File: src/rtl/smfr_pkg.sv
// Shared types and constants for the stereo multitap feedback reverb.
// Used by smfr_lane and by the top level; depends on nothing else.
`timescale 1ns / 1ps

package smfr_pkg;

    // Default depth of each delay memory, as a power of two.
    localparam int DELAY_BITS_DEF = 12;

    localparam int SAMPLE_W = 16;
    localparam int OFFSET_W = 12;
    localparam int CFG_IDX_W = 2;
    localparam int CFG_DATA_W = 16;

    // Register indexes on the configuration port.
    localparam logic [CFG_IDX_W-1:0] CFG_TAP_ONE  = 2'd0;
    localparam logic [CFG_IDX_W-1:0] CFG_TAP_TWO  = 2'd1;
    localparam logic [CFG_IDX_W-1:0] CFG_FEEDBACK = 2'd2;
    localparam logic [CFG_IDX_W-1:0] CFG_WET      = 2'd3;

    // Register values after reset.
    localparam logic [OFFSET_W-1:0]        TAP_ONE_RST  = 12'd1228;
    localparam logic [OFFSET_W-1:0]        TAP_TWO_RST  = 12'd2457;
    localparam logic signed [SAMPLE_W-1:0] FEEDBACK_RST = 16'sd26214;
    localparam logic [SAMPLE_W-1:0]        WET_RST      = 16'd32768;

    // Feedback limit of +-0.99 and unity wet, both in Q1.15.
    localparam logic signed [SAMPLE_W-1:0] FB_POS  = 16'sd32440;
    localparam logic signed [SAMPLE_W-1:0] FB_NEG  = -16'sd32440;
    localparam logic [SAMPLE_W-1:0]        WET_ONE = 16'd32768;

    // Output queue between the pipeline and the result channel.
    localparam int OQ_DEPTH = 8;
    localparam int OQ_PTR_W = 3;

    // Gain and wet mix as seen by each channel lane, already clamped.
    typedef struct packed {
        logic signed [SAMPLE_W-1:0] gain;
        logic [SAMPLE_W-1:0]        wet;
    } mix_ctrl_t;

endpackage

File: src/rtl/smfr_lane.sv
// Arithmetic pipeline of one channel: tap weighting, feedback scaling,
// rounding divide, write-back value and dry/wet mix. Uses smfr_pkg.
`timescale 1ns / 1ps

module smfr_lane (
    input  logic                                 clk,
    input  logic signed [smfr_pkg::SAMPLE_W-1:0] sample,
    input  logic signed [smfr_pkg::SAMPLE_W-1:0] tap_base,
    input  logic signed [smfr_pkg::SAMPLE_W-1:0] tap_one,
    input  logic signed [smfr_pkg::SAMPLE_W-1:0] tap_two,
    input  smfr_pkg::mix_ctrl_t                  ctrl,
    output logic signed [smfr_pkg::SAMPLE_W-1:0] store_data,
    output logic signed [smfr_pkg::SAMPLE_W-1:0] result
);

    // (acc + 163840) / 327680 is done as a shift by 16 and a divide by 5.
    // The divide by 5 works on a value biased to be non-negative and uses
    // 838861 / 2^22, which is exact for inputs below 2^22.
    localparam logic signed [36:0] ROUND_TAP   = 37'sd163840;
    localparam logic signed [21:0] DIV5_BIAS   = 22'sd163840;
    localparam logic [38:0]        DIV5_RECIP  = 39'd838861;
    localparam logic signed [17:0] SUM_BIAS    = 18'sd32768;
    localparam logic signed [34:0] ROUND_MIX   = 35'sd16384;
    localparam logic signed [19:0] SAMPLE_MAX  = 20'sd32767;
    localparam logic signed [19:0] SAMPLE_MIN  = -20'sd32768;

    function automatic logic signed [15:0] sat_sample(input logic signed [19:0] v);
        logic signed [15:0] r;
        if (v > SAMPLE_MAX)
        begin
            r = 16'sh7fff;
        end
        else if (v < SAMPLE_MIN)
        begin
            r = 16'sh8000;
        end
        else
        begin
            r = v[15:0];
        end
        return r;
    endfunction

    logic signed [15:0] s1_in_reg, s2_in_reg, s3_in_reg, s4_in_reg;
    logic signed [19:0] s2_t_reg,   s2_t_next;
    logic signed [35:0] s3_acc_reg, s3_acc_next;
    logic [38:0]        s4_prod_reg, s4_prod_next;
    logic signed [32:0] s5_dry_reg, s5_dry_next;
    logic signed [32:0] s5_wet_reg, s5_wet_next;

    logic signed [36:0] rnd;
    logic signed [21:0] biased;
    logic [16:0]        quot;
    logic signed [17:0] sum_wide;
    logic signed [15:0] sum;
    logic signed [17:0] diff;
    logic signed [16:0] dry_gain;
    logic signed [16:0] wet_gain;
    logic signed [34:0] mix;

    // Stage 1: weights 2, 3 and 5 on the three taps.
    always_comb
    begin
        s2_t_next = (20'(tap_base) <<< 1) + (20'(tap_one) <<< 1) + 20'(tap_one)
                  + (20'(tap_two) <<< 2) + 20'(tap_two);
    end

    // Stage 2: feedback gain.
    always_comb
    begin
        s3_acc_next = 36'($signed(ctrl.gain)) * 36'(s2_t_reg);
    end

    // Stage 3: shift, bias and reciprocal multiply.
    always_comb
    begin
        rnd          = 37'(s3_acc_reg) + ROUND_TAP;
        biased       = 22'($signed(rnd[36:16])) + DIV5_BIAS;
        s4_prod_next = 39'(biased[18:0]) * DIV5_RECIP;
    end

    // Stage 4: tap sum, write-back value and the two mix products.
    always_comb
    begin
        quot        = s4_prod_reg[38:22];
        sum_wide    = $signed({1'b0, quot}) - SUM_BIAS;
        // The tap sum stays inside the 16-bit range.
        sum         = sum_wide[15:0];
        diff        = 18'(s4_in_reg) - 18'(sum);
        store_data  = sat_sample(20'(diff));
        wet_gain    = $signed({1'b0, ctrl.wet});
        dry_gain    = $signed({1'b0, smfr_pkg::WET_ONE}) - wet_gain;
        s5_dry_next = 33'(s4_in_reg) * 33'(dry_gain);
        s5_wet_next = 33'(sum) * 33'(wet_gain);
    end

    // Stage 5: round, scale back to Q1.15 and saturate.
    always_comb
    begin
        mix    = 35'(s5_dry_reg) + 35'(s5_wet_reg) + ROUND_MIX;
        result = sat_sample(mix[34:15]);
    end

    always_ff @(posedge clk)
    begin
        s1_in_reg   <= sample;
        s2_in_reg   <= s1_in_reg;
        s2_t_reg    <= s2_t_next;
        s3_in_reg   <= s2_in_reg;
        s3_acc_reg  <= s3_acc_next;
        s4_in_reg   <= s3_in_reg;
        s4_prod_reg <= s4_prod_next;
        s5_dry_reg  <= s5_dry_next;
        s5_wet_reg  <= s5_wet_next;
    end

endmodule

File: config.mk
export PLATFORM = sky130hd
export DESIGN_NAME = smfr_lane
export DESIGN_NICKNAME = d
export VERILOG_FILES = /design/src/rtl/smfr_pkg.sv /design/src/rtl/smfr_lane.sv
export SDC_FILE = /design/constraint.sdc
export NUM_CORES = 2
export LEC_CHECK = 0
export BUFFER_PORTS_ARGS = -buffer_cell sky130_fd_sc_hd__buf_2
export CAP_MARGIN = 40
export CORE_AREA = 2 2 273 275
export DETAILED_ROUTE_END_ITERATION = 12
export DIE_AREA = 0 0 275 277
export PLACE_DENSITY = 0.8
export SETUP_SLACK_MARGIN = 0.5
export SYNTH_ARGS = -nofsm -noshare
export SYNTH_HDL_FRONTEND = slang
export SYNTH_SLANG_ARGS = --single-unit
File: constraint.sdc
create_clock -name clk -period 8.9 [get_ports clk]
set_clock_uncertainty 0.1 [all_clocks]
set_input_delay 1.78 -clock clk [delete_from_list [all_inputs] [get_ports clk]]
set_output_delay 1.78 -clock clk [all_outputs]
set_load 0.05 [all_outputs]
==> metrics.md <==
| Metric | Value |
|---|---|
| Remaining DRCs | 0 |
| Fin. max-slew vios | 0 |
| CTS Buf Count | 17 |
| Initial antenna violation count | 2 |
| Floorplan row count | 100 |
| CP max stage cell | fa_1 |
| Worst slew pin tran | 0.979 ns |
| Iteration-0 DRC Markers | 2128 |
| Worst-path clk slew | 0.08 ns |
| Hold Slack | 0.222 ns |
| Synthesis-stage register bit count | 186 |
| Global route overflow | 0 |
| Max Clk Rate | 0.122 GHz |
| CTS tree | yes |
| Area Growth Syn to Fin | 6.89% |
| Die height | 277 um |
| Overall routed net length | 105 mm |
| FILL cells | 5904 |
| Footprint of the multi-input gates | 35300 sq um |
| WHS Path Cells | 0 |
| Final Wtd Congestion | 0.932 |
| Synthesized instance count | 4632 |
| Most frequent cells in the layout | 1100 x inv_1, 926 x fa_1, 556 x nand2_1, 528 x ha_1, 290 x and2_1 |
| Sequential share of the synthesized area | 8.56% |
| Layout cells sized above 1 | 7.40% |
| Num ports | 129 |
| Crit end category | register |
| Vias in the first global route | 34.1k |
| Ys flop type | dfxtp_1 |
| Worst min path class | reg -> reg |
| WS Path Type | in -> reg |
| Routed WL per cell | 18.4 um |
| Async S/R FF share, synth | 0% |
| Worst slew margin | 34.7% |
| Cell count of the worst reg-to-reg path | 27 |
| Crit share post-route | 91.9% |
| Largest net degree at the start of global routing | 22 |
| EDFF count, synth | 0 |
| Vias | 31.4k |
| Worst path max stage delay | 0.58 ns |
| Worst Setup Slack, final | 0.723 ns |
| Share of the synthesized area in the top cell type | 42.7% |
| Largest cells by area after synthesis | fa_1 43%, ha_1 15%, inv_1 9.5% |
| Hold_buf cts | 0 |
| Critical path fanouts, max | 16 |
| CTS sink count | 186 |
| Yosys top cell by area | fa_1 |
| Run status | finished, final reports clean |
| CP arrival | 8.44 ns |
| Vias per Instance | 5.49 |
| H-tree Lvls | 4 |
| Port Buffer Count | 128 |
| Final #Nets | 6290 |
| CP Launch Type | primary input |
| Final hold violation count | 0 |
| Starting Density | 59.1% |
| Cell mode on critical path | fa_1 |
| Synth Cell Area | 43500 sq um |
| Setup violations, final | 0 |
| Netlist cell types | 71 |
| Area of the die | 76200 sq um |
| Post-Place Worst Slack | -0.0482 ns |
| Worst-Skew Late Latency | 0.50 ns |
| Root buf cell | clkbuf_16 |
| Global-route wire length before repair | 172 mm |
| Avg Cell Area, Syn | 9.39 sq um |
| Max Cap Viol | 0 |
| Final core utilization | 63.2% |
| Critical Path RT | 9.16 ns |
| Minimum clock period | 8.18 ns |
| Seq. cell area | 3720 sq um |
| Drt pass-1 iters | 6 |
| Synth Warn # | 0 |
| ANT nets after route | 0 |
| Hpwl dp | 85.9 mm |
| Unrepaired setup endpoints after global routing | false |
| Core Box Area | 73600 sq um |
| DIE WIDTH | 275 um |
| CTS max path bufs | 2 |
| Post-synthesis net count | 6189 |
| Commonest non-fill, non-tap cell in the layout | inv_1 |
| Total GRT Usage | 28.9% |
## critical path: cells and delay by family
family | cells | cell delay (ns)
buf+inv | 11 | 1.23
xor+xnor | 2 | 0.33
compound gates | 5 | 0.85
simple gates | 6 | 0.83
fa+ha+maj | 7 | 3.40
## cell families after synthesis
group / Yosys count / synth area share [%]
buffers and inverters: 1254 / 10.9
adders and majority gates: 1460 / 58.0
AOI/OAI and AO/OA: 373 / 5.86
DFF: 186 / 8.56
xor gates and xnor gates: 181 / 3.65
and+or+nand+nor: 1178 / 13.0
## metrics by stage
stage               cells  setup TNS (ns)  cell area [sq um]
floorplan            4632               0              43600
finish               5717               0              46500
detailed placement   5670          -0.106              45600
global route         5717               0              46500
CTS                  5702               0              46200
global placement     5667               0              45500
## worst paths after layout
| kind | to | slack (ns) | startpoint |
|---|---|---|---|
| max | s5_dry_reg[30]$_DFF_P_ | 0.72 | ctrl[4] |
| min reg2reg | s4_in_reg[15]$_DFF_P_ | 0.22 | s3_in_reg[15]$_DFF_P_ |
| max reg2reg | s4_prod_reg[36]$_DFF_P_ | 1.04 | s3_acc_reg[18]$_DFF_P_ |
| min | s4_in_reg[15]$_DFF_P_ | 0.22 | s3_in_reg[15]$_DFF_P_ |
## synthesized netlist by cell type, types with 4 or more instances
| cell type | count |
|---|---|
| a211o_1 | 4 |
| a211oi_1 | 13 |
| a21boi_0 | 8 |
| a21o_1 | 58 |
| a21oi_1 | 102 |
| a31oi_1 | 8 |
| and2_1 | 290 |
| and3_1 | 19 |
| buf_1 | 8 |
| clkbuf_1 | 137 |
| dfxtp_1 | 186 |
| fa_1 | 928 |
| ha_1 | 532 |
| inv_1 | 1105 |
| nand2_1 | 559 |
| nand2b_1 | 49 |
| nand3_1 | 46 |
| nand3b_1 | 5 |
| nand4_1 | 9 |
| nor2_1 | 107 |
| nor2b_1 | 15 |
| nor3_1 | 30 |
| nor4_1 | 7 |
| o2111ai_1 | 4 |
| o211ai_1 | 13 |
| o211ai_2 | 9 |
| o21a_1 | 17 |
| o21ai_0 | 65 |
| o21ai_1 | 5 |
| o21bai_1 | 15 |
| o31a_1 | 4 |
| o31ai_1 | 10 |
| or2_2 | 17 |
| or3_1 | 13 |
| xnor2_1 | 123 |
| xor2_1 | 58 |
## repair_timing
item | 4_1_cts | 5_1_grt
pin swaps | 2 | 25
resized for setup | 4 | 34
endpoints found under the hold margin | 0 | 0
buffers inserted | 0 | 13
setup endpoints to repair | 4 | 13
## routing by layer
metal / vias to the layer above / wire length (um) / GRT usage (%)
li1: 14100 / - / -
met1: 15800 / 40700 / 36.0
met2: 1188 / 52700 / 50.0
met3: 318 / 6460 / 3.61
met4: 0 / 5350 / 13.1
met5: - / 0 / 0
## cell type report
type	instances	area share (%)
inverter	1105	8.93
tap	969	2.61
clock inverter	14	0.404
timing repair buffer	231	3.11
clock buffer	18	0.945
antenna	2	0.0108
multi-input combinational	3192	76.0
sequential	186	8.01
Power is not shown: default switching activity piles up to over one toggle a cycle in this logic, so the estimate is an artifact.
